===== src/sv/assert_macros.svh =====
// assertion macros for the filter top level
// expects signals named clk and rst in the module that uses them
`ifndef ASSERT_MACROS_SVH
`define ASSERT_MACROS_SVH

// condition holds on every clock edge out of reset
`define ASSERT_HOLDS(lbl, cond, msg) \
  lbl: assert property (@(posedge clk) disable iff (rst) (cond)) else $error(msg);

// antecedent in one cycle implies consequent in the same cycle
`define ASSERT_SAME(lbl, ante, cons, msg) \
  lbl: assert property (@(posedge clk) disable iff (rst) (ante) |-> (cons)) else $error(msg);

// antecedent in one cycle implies consequent in the next
`define ASSERT_NEXT(lbl, ante, cons, msg) \
  lbl: assert property (@(posedge clk) disable iff (rst) (ante) |=> (cons)) else $error(msg);

`endif


===== src/sv/atmf_pkg.sv =====
// types, constants and widths for the trimmed mean filter
// no dependencies; used by every module of the block
package atmf_pkg;

  localparam int SAMPLE_COUNT = 64;
  localparam int TRIM_COUNT   = 4;
  localparam int WARMUP_COUNT = 2;
  localparam int SAMPLE_BITS  = 12;

  localparam int TRIM_EFF   = (2 * TRIM_COUNT >= SAMPLE_COUNT) ? (SAMPLE_COUNT - 1) / 2
                                                                : TRIM_COUNT;
  localparam int LO_IDX     = TRIM_EFF;
  localparam int HI_IDX     = SAMPLE_COUNT - TRIM_EFF;
  localparam int KEEP_COUNT = HI_IDX - LO_IDX;

  localparam int RAW_W  = 12;
  localparam int MV_W   = 13;
  localparam int STAT_W = 2;
  localparam int IDX_W  = $clog2(SAMPLE_COUNT);
  localparam int POS_W  = $clog2(WARMUP_COUNT + SAMPLE_COUNT + 1);
  localparam int SUM_W  = SAMPLE_BITS + $clog2(SAMPLE_COUNT);
  localparam int DIVD_W = SAMPLE_BITS + MV_W;

  // mean: sum * ceil(2^s / keep) >> s is exact for every sum below 2^SUM_W
  localparam int AVG_SHIFT   = SUM_W + $clog2(KEEP_COUNT);
  localparam int AVG_RECIP_W = SUM_W + 1;
  localparam int AVG_PROD_W  = SUM_W + AVG_RECIP_W;
  localparam logic [AVG_RECIP_W-1:0] AVG_RECIP = AVG_RECIP_W'(
    ((64'd1 << AVG_SHIFT) + 64'(KEEP_COUNT) - 64'd1) / 64'(KEEP_COUNT));

  // millivolts: the same reciprocal trick for the full scale code
  localparam int MASK_VAL   = (1 << SAMPLE_BITS) - 1;
  localparam int MV_SHIFT   = DIVD_W + $clog2(MASK_VAL);
  localparam int MV_RECIP_W = DIVD_W + 1;
  localparam int MV_PROD_W  = DIVD_W + MV_RECIP_W;
  localparam logic [MV_RECIP_W-1:0] MV_RECIP = MV_RECIP_W'(
    ((64'd1 << MV_SHIFT) + 64'(MASK_VAL) - 64'd1) / 64'(MASK_VAL));

  localparam int ADDR_W = 3;
  localparam int DATA_W = 32;
  localparam logic REG_FULL_SCALE = 1'b0;
  localparam logic REG_MAX_VALID  = 1'b1;
  localparam logic [MV_W-1:0] FULL_SCALE_RST = MV_W'(3100);
  localparam logic [MV_W-1:0] MAX_VALID_RST  = MV_W'(3300);

  localparam logic [STAT_W-1:0] STATUS_OK    = 2'd0;
  localparam logic [STAT_W-1:0] STATUS_RANGE = 2'd1;
  localparam logic [STAT_W-1:0] STATUS_FAIL  = 2'd2;

  typedef struct packed {
    logic [RAW_W-1:0] sample;
    logic             read_failed;
  } in_req_t;

  typedef struct packed {
    logic [RAW_W-1:0]  avg_raw;
    logic [MV_W-1:0]   millivolts;
    logic [STAT_W-1:0] status;
  } result_t;

  typedef struct packed {
    logic insert;
    logic drain;
  } cell_ctrl_t;

  typedef enum logic [1:0] {
    ST_COLLECT,
    ST_DRAIN,
    ST_SCALE_GO,
    ST_SCALE_WAIT
  } state_t;

endpackage


===== src/sv/atmf_cell.sv =====
// one slot of the insertion sort chain
// depends on atmf_pkg; shifts up on insert, down on drain
module atmf_cell (
  input  logic                             clk,
  input  atmf_pkg::cell_ctrl_t             ctrl,
  input  logic [atmf_pkg::SAMPLE_BITS-1:0] sample,
  input  logic [atmf_pkg::SAMPLE_BITS-1:0] prev_val,
  input  logic                             prev_gt,
  input  logic [atmf_pkg::SAMPLE_BITS-1:0] next_val,
  input  logic                             occupied,
  output logic [atmf_pkg::SAMPLE_BITS-1:0] val,
  output logic                             gt
);
  import atmf_pkg::*;

  logic                   take_new;
  logic [SAMPLE_BITS-1:0] val_next;

  // an empty slot counts as larger than anything
  assign gt       = occupied && (val > sample);
  assign take_new = !occupied || (val > sample);

  always_comb begin
    val_next = val;
    if (ctrl.insert) begin
      if (prev_gt) begin
        val_next = prev_val;
      end else if (take_new) begin
        val_next = sample;
      end
    end else if (ctrl.drain) begin
      val_next = next_val;
    end
  end

  always_ff @(posedge clk) begin
    val <= val_next;
  end

endmodule


===== src/sv/atmf_div.sv =====
// mean and millivolt scaling by reciprocal multiplication, three pipeline steps
// depends on atmf_pkg; started once per measurement by the top level
module atmf_div (
  input  logic                       clk,
  input  logic                       rst,
  input  logic                       start,
  input  logic [atmf_pkg::SUM_W-1:0] sum,
  input  logic [atmf_pkg::MV_W-1:0]  full_scale_mv,
  output logic                       done,
  output logic [atmf_pkg::RAW_W-1:0] avg,
  output logic [atmf_pkg::MV_W-1:0]  mv
);
  import atmf_pkg::*;

  logic                  mul_go;
  logic                  mv_go;
  logic [AVG_PROD_W-1:0] avg_prod;
  logic [DIVD_W-1:0]     product;
  logic [MV_PROD_W-1:0]  mv_prod;

  assign avg_prod = AVG_PROD_W'(sum) * AVG_PROD_W'(AVG_RECIP);
  assign mv_prod  = MV_PROD_W'(product) * MV_PROD_W'(MV_RECIP);

  always_ff @(posedge clk) begin
    if (rst) begin
      mul_go <= 1'b0;
      mv_go  <= 1'b0;
      done   <= 1'b0;
    end else begin
      mul_go <= start;
      mv_go  <= mul_go;
      done   <= mv_go;
    end
  end

  always_ff @(posedge clk) begin
    if (start) begin
      avg <= avg_prod[AVG_SHIFT +: RAW_W];
    end
    if (mul_go) begin
      product <= DIVD_W'(avg) * DIVD_W'(full_scale_mv);
    end
    if (mv_go) begin
      mv <= mv_prod[MV_SHIFT +: MV_W];
    end
  end

endmodule


===== src/sv/adc_trimmed_mean_filter_top.sv =====
// top level of the trimmed mean filter: request control, sort chain, apb registers
// depends on atmf_pkg, atmf_cell, atmf_div and assert_macros.svh
//
//  channel  | handshake                       | payload
//  ---------+---------------------------------+-------------------------------------
//  request  | start, busy (taken: start&!busy) | req (sample, read_failed)
//  result   | done, one cycle, no back-press  | result (avg_raw, millivolts, status)
//  config   | apb psel/penable/pwrite/pready  | paddr, pwdata, prdata
//
// warmup and collection requests are accepted back to back while busy is low;
// a failed read gives its result in the cycle after it is taken.
// the last sample of a measurement starts a drain of the cell chain into the
// accumulator, then a state that launches the scaling, then the mean, multiply
// and millivolt steps, all with busy high, and the result strobe comes in the
// first cycle with busy low. the receiver cannot stall.
// rst is synchronous, clears the position and the state and resets the registers to their defaults.
module adc_trimmed_mean_filter_top (
  input  logic                          clk,
  input  logic                          rst,
  input  logic                          start,
  output logic                          busy,
  input  atmf_pkg::in_req_t             req,
  output logic                          done,
  output atmf_pkg::result_t             result,
  input  logic                          psel,
  input  logic                          penable,
  input  logic                          pwrite,
  input  logic [atmf_pkg::ADDR_W-1:0]   paddr,
  input  logic [atmf_pkg::DATA_W-1:0]   pwdata,
  output logic [atmf_pkg::DATA_W-1:0]   prdata,
  output logic                          pready
);
  import atmf_pkg::*;
`include "assert_macros.svh"

  state_t state, state_next;

  logic [MV_W-1:0]   full_scale_mv;
  logic [MV_W-1:0]   max_valid_mv;
  logic [POS_W-1:0]  position;
  logic [IDX_W-1:0]  drain_idx;
  logic [SUM_W-1:0]  acc;

  logic              take;
  logic              insert;
  logic              last_item;
  logic              reg_idx;
  cell_ctrl_t        ctrl;

  logic [SAMPLE_BITS-1:0] cell_val [SAMPLE_COUNT];
  logic                   cell_gt  [SAMPLE_COUNT];
  logic [SAMPLE_BITS-1:0] new_sample;

  logic              div_start;
  logic              div_done;
  logic [RAW_W-1:0]  div_avg;
  logic [MV_W-1:0]   div_mv;

  // ---------------- configuration port
  assign pready  = 1'b1;
  assign reg_idx = paddr[ADDR_W-1];

  always_comb begin
    unique case (reg_idx)
      REG_FULL_SCALE: prdata = DATA_W'(full_scale_mv);
      REG_MAX_VALID:  prdata = DATA_W'(max_valid_mv);
      default:        prdata = '0;
    endcase
  end

  always_ff @(posedge clk) begin
    if (rst) begin
      full_scale_mv <= FULL_SCALE_RST;
      max_valid_mv  <= MAX_VALID_RST;
    end else if (psel && penable && pwrite && pready) begin
      if (reg_idx == REG_FULL_SCALE) full_scale_mv <= pwdata[MV_W-1:0];
      if (reg_idx == REG_MAX_VALID)  max_valid_mv  <= pwdata[MV_W-1:0];
    end
  end

  // ---------------- request control
  assign busy       = (state != ST_COLLECT);
  assign take       = start && !busy;
  assign new_sample = req.sample[SAMPLE_BITS-1:0];
  assign insert     = take && !req.read_failed && (int'(position) >= WARMUP_COUNT);
  assign last_item  = insert && (int'(position) == WARMUP_COUNT + SAMPLE_COUNT - 1);
  assign ctrl       = '{insert: insert, drain: (state == ST_DRAIN)};

  always_ff @(posedge clk) begin
    if (rst) begin
      state <= ST_COLLECT;
    end else begin
      state <= state_next;
    end
  end

  always_comb begin
    state_next = state;
    div_start  = 1'b0;
    unique case (state)
      ST_COLLECT:    if (last_item) state_next = ST_DRAIN;
      ST_DRAIN:      if (drain_idx == IDX_W'(SAMPLE_COUNT - 1)) state_next = ST_SCALE_GO;
      ST_SCALE_GO: begin
        div_start  = 1'b1;
        state_next = ST_SCALE_WAIT;
      end
      ST_SCALE_WAIT: if (div_done) state_next = ST_COLLECT;
      default:       state_next = ST_COLLECT;
    endcase
  end

  always_ff @(posedge clk) begin
    if (rst) begin
      position <= '0;
    end else if (take) begin
      if (req.read_failed || last_item) begin
        position <= '0;
      end else begin
        position <= position + 1'b1;
      end
    end
  end

  // ---------------- sort chain
  for (genvar i = 0; i < SAMPLE_COUNT; i++) begin : g_cell
    logic                   occ;
    logic [SAMPLE_BITS-1:0] pv;
    logic                   pg;
    logic [SAMPLE_BITS-1:0] nv;

    assign occ = (int'(position) > WARMUP_COUNT + i);
    if (i == 0) begin : g_head
      assign pv = new_sample;
      assign pg = 1'b0;
    end else begin : g_body
      assign pv = cell_val[i-1];
      assign pg = cell_gt[i-1];
    end
    if (i == SAMPLE_COUNT - 1) begin : g_tail
      assign nv = cell_val[i];
    end else begin : g_inner
      assign nv = cell_val[i+1];
    end

    atmf_cell u_cell (
      .clk      (clk),
      .ctrl     (ctrl),
      .sample   (new_sample),
      .prev_val (pv),
      .prev_gt  (pg),
      .next_val (nv),
      .occupied (occ),
      .val      (cell_val[i]),
      .gt       (cell_gt[i])
    );
  end

  // drain walks the sorted values out of the head cell, lowest first
  always_ff @(posedge clk) begin
    if (last_item) begin
      drain_idx <= '0;
      acc       <= '0;
    end else if (state == ST_DRAIN) begin
      drain_idx <= drain_idx + 1'b1;
      if (int'(drain_idx) >= LO_IDX && int'(drain_idx) < HI_IDX) begin
        acc <= acc + SUM_W'(cell_val[0]);
      end
    end
  end

  // ---------------- mean and scaling
  atmf_div u_div (
    .clk           (clk),
    .rst           (rst),
    .start         (div_start),
    .sum           (acc),
    .full_scale_mv (full_scale_mv),
    .done          (div_done),
    .avg           (div_avg),
    .mv            (div_mv)
  );

  // ---------------- result register
  always_ff @(posedge clk) begin
    if (rst) begin
      done <= 1'b0;
    end else begin
      done <= (take && req.read_failed) || (state == ST_SCALE_WAIT && div_done);
    end
  end

  always_ff @(posedge clk) begin
    if (take && req.read_failed) begin
      result <= '{avg_raw: '0, millivolts: '0, status: STATUS_FAIL};
    end else if (state == ST_SCALE_WAIT && div_done) begin
      result <= '{avg_raw: div_avg, millivolts: div_mv,
                  status: (div_mv > max_valid_mv) ? STATUS_RANGE : STATUS_OK};
    end
  end

  `ASSERT_NEXT(ast_fail_result, take && req.read_failed,
               done && result.status == STATUS_FAIL, "failed read did not report")
  `ASSERT_HOLDS(ast_pos_bound,
                int'(position) <= WARMUP_COUNT + SAMPLE_COUNT - 1, "position overran")
  `ASSERT_SAME(ast_done_idle, done, state == ST_COLLECT, "result while still computing")
  `ASSERT_SAME(ast_ok_in_range, done && result.status == STATUS_OK,
               result.millivolts <= max_valid_mv, "ok status above limit")

endmodule

===== config.mk =====
export PLATFORM = sky130hd
export DESIGN_NAME = adc_trimmed_mean_filter_top
export DESIGN_NICKNAME = d
export VERILOG_FILES = /design/src/sv/atmf_pkg.sv /design/src/sv/atmf_cell.sv /design/src/sv/atmf_div.sv /design/src/sv/adc_trimmed_mean_filter_top.sv
export VERILOG_INCLUDE_DIRS = /design/src /design/src/sv
export SDC_FILE = /design/constraint.sdc
export NUM_CORES = 2
export LEC_CHECK = 0
export BUFFER_PORTS_ARGS = -buffer_cell sky130_fd_sc_hd__buf_2
export CORE_UTILIZATION = 50
export CTS_BUF_LIST = sky130_fd_sc_hd__clkbuf_4 sky130_fd_sc_hd__clkbuf_8
export DETAILED_ROUTE_END_ITERATION = 12
export GPL_ROUTABILITY_DRIVEN = 0
export GPL_TIMING_DRIVEN = 0
export PLACE_DENSITY = 0.65
export SKIP_LAST_GASP = 1
export SLEW_MARGIN = 40
export SYNTH_ARGS = -nofsm -noshare
export SYNTH_HDL_FRONTEND = slang
export SYNTH_SLANG_ARGS = --single-unit

===== constraint.sdc =====
create_clock -name clk -period 6.99 [get_ports clk]
set_input_delay 0 -clock clk [delete_from_list [all_inputs] [get_ports clk]]
set_output_delay 0 -clock clk [all_outputs]
set_load 0.03 [all_outputs]

Yosys cells after proc, flatten, opt, wreduce, memory -nomap -nowiden. Cells that the tools add are included.

Reductions and logical operators: 276. $add $sub $neg: 3. Bitwise logic cells: 1. Mux-type cells: 261. $lt $le $gt $ge: 132. Multiply operators: 3. Equality and inequality tests: 71.

Operator list (count): 12-bit two-way mux (253); 12-bit > comparator (64); 7-bit by 6-bit > comparator with 1-bit output, second input constant (32); 3-bit by 1-bit != test with 1-bit output, second input constant (62); 2-bit AND reduction (67); 7-bit by 5-bit > comparator with 1-bit output, second input constant (16); 1-bit logical AND (72); 1-bit zero test (66); 1-bit logical OR (66); 32-bit one-hot mux with 2 select lines (1); 7-bit by 4-bit > comparator with 1-bit output, second input constant (8); 25-bit by 26-bit multiplier with 50-bit output, second input constant (1); 18-bit by 18-bit multiplier with 35-bit output, second input constant (1); 7-bit by 3-bit > comparator with 1-bit output, second input constant (4); 12-bit by 13-bit multiplier with 25-bit output (1); 18-bit by 12-bit adder with 18-bit output (1); 7-bit by 2-bit > comparator with 1-bit output, second input constant (2); 7-bit > comparator, second input constant (2); 13-bit > comparator (1); 2-bit one-hot mux with 4 select lines (1); 7-bit by 1-bit adder with 7-bit output, second input constant (1); 7-bit == test, second input constant (1); 7-bit by 2-bit >= comparator with 1-bit output, second input constant (1); 7-bit two-way mux (1); other kinds (14) (22).

Bits of input ports: 54. Output and inout port bits: 62. Flip-flop bits (word level): 908.

Logic depth before layout (Yosys ltp).
Depth in word-level cells: 8. Mapped depth: 22. Depth with buffers taken out: 22.

Modules after synthesis. A second synthesis with hierarchy kept.

Cells, all modules: 8514. Area total of the unflattened synthesis: 80055.5 µm².

Modules (own cells, without submodules): atmf_cell (seq. area each 360.3 µm², times used 64, area each 947.2 µm², cells each 99); atmf_div (seq. area each 1561.5 µm², times used 1, area each 14054.7 µm², cells each 1466); adc_trimmed_mean_filter_top (seq. area each 1741.7 µm², times used 1, area each 5382.7 µm², cells each 712).

Worst setup path after synthesis. No wires, ideal clock.

Path type: flip-flop to flip-flop. From: reg u_div.avg[11] (netlist bit). To: reg u_div.product[23], data pin. Data arrival time: 5037 ps. Slack: 1693 ps. Buffers on the path: 1. Clock period less this slack: 5297 ps. Stages on the path, launching flop included: 18. Path through: edfxtp_1 clkbuf_1 and2_1 fa_1 fa_1 fa_1 fa_1 inv_1 fa_1 inv_1 ha_1 o2111a_1 a21o_1 o41a_1 a21oi_2 o21bai_1 a221oi_2 xnor2_1.

Word-level cells in the longest chain between the ends: 1.

Ends and longest elaborated chain: start: declaration (RTL line atmf_div.sv:10) `output logic [atmf_pkg::RAW_W-1:0] avg,`; start signal: assignment (RTL line atmf_div.sv:38) `avg <= avg_prod[AVG_SHIFT +: RAW_W];`; 12-bit by 13-bit multiplier with 25-bit output (RTL line atmf_div.sv:41) `product <= DIVD_W'(avg) * DIVD_W'(full_scale_mv);`; end signal: assignment (RTL line atmf_div.sv:41); end: declaration (RTL line atmf_div.sv:18) `logic [DIVD_W-1:0] product;`.

No other way between the ends. A chain may end at the register's enable or synchronous reset.

Worst setup path after layout.
From: reg full_scale_mv[4]. To: reg u_div.product[23], data pin.

Word-level cells in the longest chain between the ends: 1.

Ends and longest elaborated chain: start: declaration (RTL line adc_trimmed_mean_filter_top.sv:38) `logic [MV_W-1:0] full_scale_mv;`; start signal: assignment (RTL line adc_trimmed_mean_filter_top.sv:76) `if (reg_idx == REG_FULL_SCALE) full_scale_mv <= pwdata[MV_W-1:0];`; 12-bit by 13-bit multiplier with 25-bit output (RTL line atmf_div.sv:41).

No other way between the ends.

==> results by group <==
Layout
  • Most common cell after layout, fill and taps aside: ha_1
  • Multi-input logic area: 45,800 um2
  • Most frequent cells in the layout: ha_1, nand2_1, o21ai_0
  • Share of layout cells above drive strength 1: 0.0880
  • Final Util: 0.556
  • Reg area: 26,400 um2
  • Area growth from synthesis to layout: 10.2%
  • Fill count: approximately 13k
  • NumNets Final: about 9.4k

Synth
  • Synthesized flop and latch total: 908
  • Post-synthesis cell type with the largest combined area: edfxtp_1
  • Register area share after synthesis: 0.349
  • Post-synth ARST share: 0
  • Cell variety after synth: 89
  • Yosys Warn Count: 0
  • Synth top area share: 0.325
  • Syn_area_per_cell: 9.81 um2
  • Synth Flop Type: edfxtp_1
  • Synth area leaders: edfxtp_1, ha_1, mux2i_1, o21ai_0, nand2_1
  • Post-synth EDFFs: 818
  • Syn Std Cell Area: 75,600 um2
  • Mapped Cells: 7,702

Routing
  • Number of DRC markers in iteration 0: about 6.4k
  • Via-to-Cell Ratio: 6.18
  • Via count: 62.8k
  • # DRC: 0
  • Post-DRT Antenna Nets: 0
  • Routed len/inst: 24.5 um
  • Routed wire length: ~250,000 um
  • Drt pass-1 iters: 7

CTS
  • Clock latency on the worst-skew pair: around 990 ps
  • Root Buffer: clkbuf_8
  • Post-cts gate resize count: 0
  • Num CTS Buffers: around 170
  • TritonCTS clock tree: done
  • Max Root-Sink Buffers: 3
  • Htree depth: 4
  • Clk sinks: 908
  • Post-CTS Setup Inserts: 0
  • Reg clk slew, reported paths: roughly 60 ps

STA
  • Relative slew slack: 0.373
  • Max Fclk: 157 MHz
  • Slew Limit Fails: 0
  • Fin crit share: 0.913
  • Unrepaired setup endpoints after global routing: no
  • Final hold viol count: 0
  • Worst Tran Pin Value: 940 ps
  • Final min period: 6380 ps
  • Sum Neg Setup Slack: 0 ps
  • Min Hold Slack: between 60 and 70 ps
  • Setup-failing EPs final: 0
  • Final Skew: 86.7 ps

Power and ir drop
  • P per Cell Area: 161 nW/um2
  • Peak VDD IR: 0.156 mV
  • Leak pwr: slightly below 40 nW
  • Pwr Total: 13.4 mW

Critical path
  • WP buf/inv: 4
  • Crit start category: register
  • Crit path top cell by count: fa_1
  • Max incr delay on CP: ~560 ps
  • Crit path cell chain: clkbuf_1 > nand2_1 > fa_1 > inv_1 > fa_1 > fa_1 > fa_1 > inv_1 > fa_1 > inv_1 > ha_1 > o2111a_1 > a21o_1 > o41a_1 > a21oi_2 > o21bai_1 > a221oi_2 > xnor2_1
  • Reg2reg end: u_div.product[23]$_DFFE_PP_
  • WP data arrival: 7080 ps
  • Worst Path Max Fanout: 10
  • R2R cell count: 18
  • Req. time, crit path: 7690 ps
  • Setup CP Type: reg2reg
  • R2r startpoint: full_scale_mv[4]$_SDFFE_PP1P_
  • CP delay by family, top: adder cells
  • Critical Path Sink Type: register
  • R2R setup slack: 610 ps
  • Slowest-stage cell, CP: dfxtp_1

Die
  • Total core area: 150,000 um2
  • Num rows: about 140
  • Top Ports: 116
  • Initial Util: 0.504
  • Die footprint: between 150,000 and 200,000 um2
  • Die Wd: ~390 um
  • Die Ht: between 300 and 400 um

Worst hold path
  • Beginning of the worst hold path: req[7]
  • Worst Hold Class: in2reg
  • Worst Hold Depth: 4
  • Hold Path Sink: g_cell[5].u_cell.val[6]$_DFFE_PP_

Outcome
  • Status: finished, final reports clean

GRT
  • First-pass GRT wire length: 376,000 um
  • Global route overflow: 0
  • Vias in the first global route: 62.4k
  • Initial antenna violation count: 11
  • Pin count of the biggest net entering global routing: 49
  • GRT Overall Usage: 0.322

Placement
  • Placed wire-length estimate: 185,000 um
  • PortBufs: approximately 60

Run
  • Maxcap violations: 0
## cells in the mapped netlist (all sizes together) (14+ instances only)
cell    instances
o211ai         16
edfxtp        818
or3            43
fa            186
nor3           63
ha           1169
xnor2          41
and2           83
a211oi         25
a31oi          30
nand2b         79
nor2          176
mux2i         713
a21o          276
nand4         199
mux2           14
buf           183
nor4           18
xor2           19
a21oi         404
clkbuf        272
or2            20
nor2b         103
nand3          39
o21ai         935
inv           490
dfxtp          90
o21a           21
nand2        1036
## how the worst max path moves through the flow
stage	start	to	slack (ps)	cells past startpoint
2_1_floorplan	u_div.avg[11]$_DFFE_PP_	u_div.product[23]$_DFFE_PP_	1690	17
3_3_place_gp	req[6]	g_cell[36].u_cell.val[5]$_DFFE_PP_	-210	11
3_5_place_dp	full_scale_mv[4]$_SDFFE_PP1P_	u_div.product[23]$_DFFE_PP_	720	18
4_1_cts	full_scale_mv[4]$_SDFFE_PP1P_	u_div.product[23]$_DFFE_PP_	700	18
5_1_grt	full_scale_mv[4]$_SDFFE_PP1P_	u_div.product[23]$_DFFE_PP_	490	18
6_report	full_scale_mv[4]$_SDFFE_PP1P_	u_div.product[23]$_DFFE_PP_	610	18
## worst min-delay path, stage by stage
cell	delay [ps]
clkbuf_1	290
clkbuf_2	290
mux2i_1	150
o21ai_0	90
## per-stage QoR
stage	cell area (um2)	worst slack, ps	std cells
global placement	78500	-210	9797
global route	83300	490	10164
detailed placement	79300	717	9812
floorplan	75700	1690	7720
CTS	83200	704	10163
finish	83300	607	10171
## per-layer routing
metal / vias up / wire length (um) / global-route usage / share of wire
li1: 28493 / - / - / -
met5: - / 268 / 0 / 0.0011
met2: 3159 / 105000 / 0.476 / 0.42
met4: 17 / 11800 / 0.150 / 0.047
met3: 697 / 25900 / 0.0762 / 0.10
met1: 30449 / 106000 / 0.445 / 0.43
## state kept, by name, indices dropped and copies added, names as in the netlist
| signal | cells |
|---|---|
| result | 27 |
| u_div.done | 1 |
| u_div.mul_go | 1 |
| u_div.mv_go | 1 |
| done | 1 |
| g_cell.u_cell.val | 768 |
| drain_idx | 6 |
| position | 7 |
| u_div.avg | 12 |
| full_scale_mv | 13 |
| acc | 18 |
| u_div.mv | 13 |
| max_valid_mv | 13 |
| u_div.product | 25 |
| state | 2 |
## power by group
part           internal, mW  switching, mW  total (mW)
Combinational         0.725           1.30        2.02
Clock                  2.87           2.55        5.42
Sequential             5.94         0.0413        5.98
## logic make-up (layout without fill, tap and decap cells)
logic type      count (synthesis)  count (layout)  share of synthesized area
fa+ha+maj                    1355            1355                      0.243
flops                         908             908                      0.349
buf+inv                       945            1372                     0.0511
mux                           727             727                     0.0965
xor+xnor                       60              60                    0.00695
compound gates               1811            1811                      0.138
other cells                     2              28                  0.0000994
simple gates                 1894            1894                      0.116
## what timing repair did
item / 4_1_cts / 5_1_grt
endpoints found under the setup margin: 0 / 0
endpoints found under the hold margin: 61 / 0
hold buffers: 52 / 0
## final cells by class
cell class | count | share of cell area
Multi-Input combinational cell | 5867 | 0.549
Sequential cell | 908 | 0.316
Clock buffer | 221 | 0.0331
Tap cell | 2016 | 0.0303
Buffer | 455 | 0.0252
Inverter | 490 | 0.0231
Timing Repair Buffer | 128 | 0.0147
Clock inverter | 78 | 0.00748
Antenna cell | 8 | 0.000240
Power figures use the tool's default switching activity.
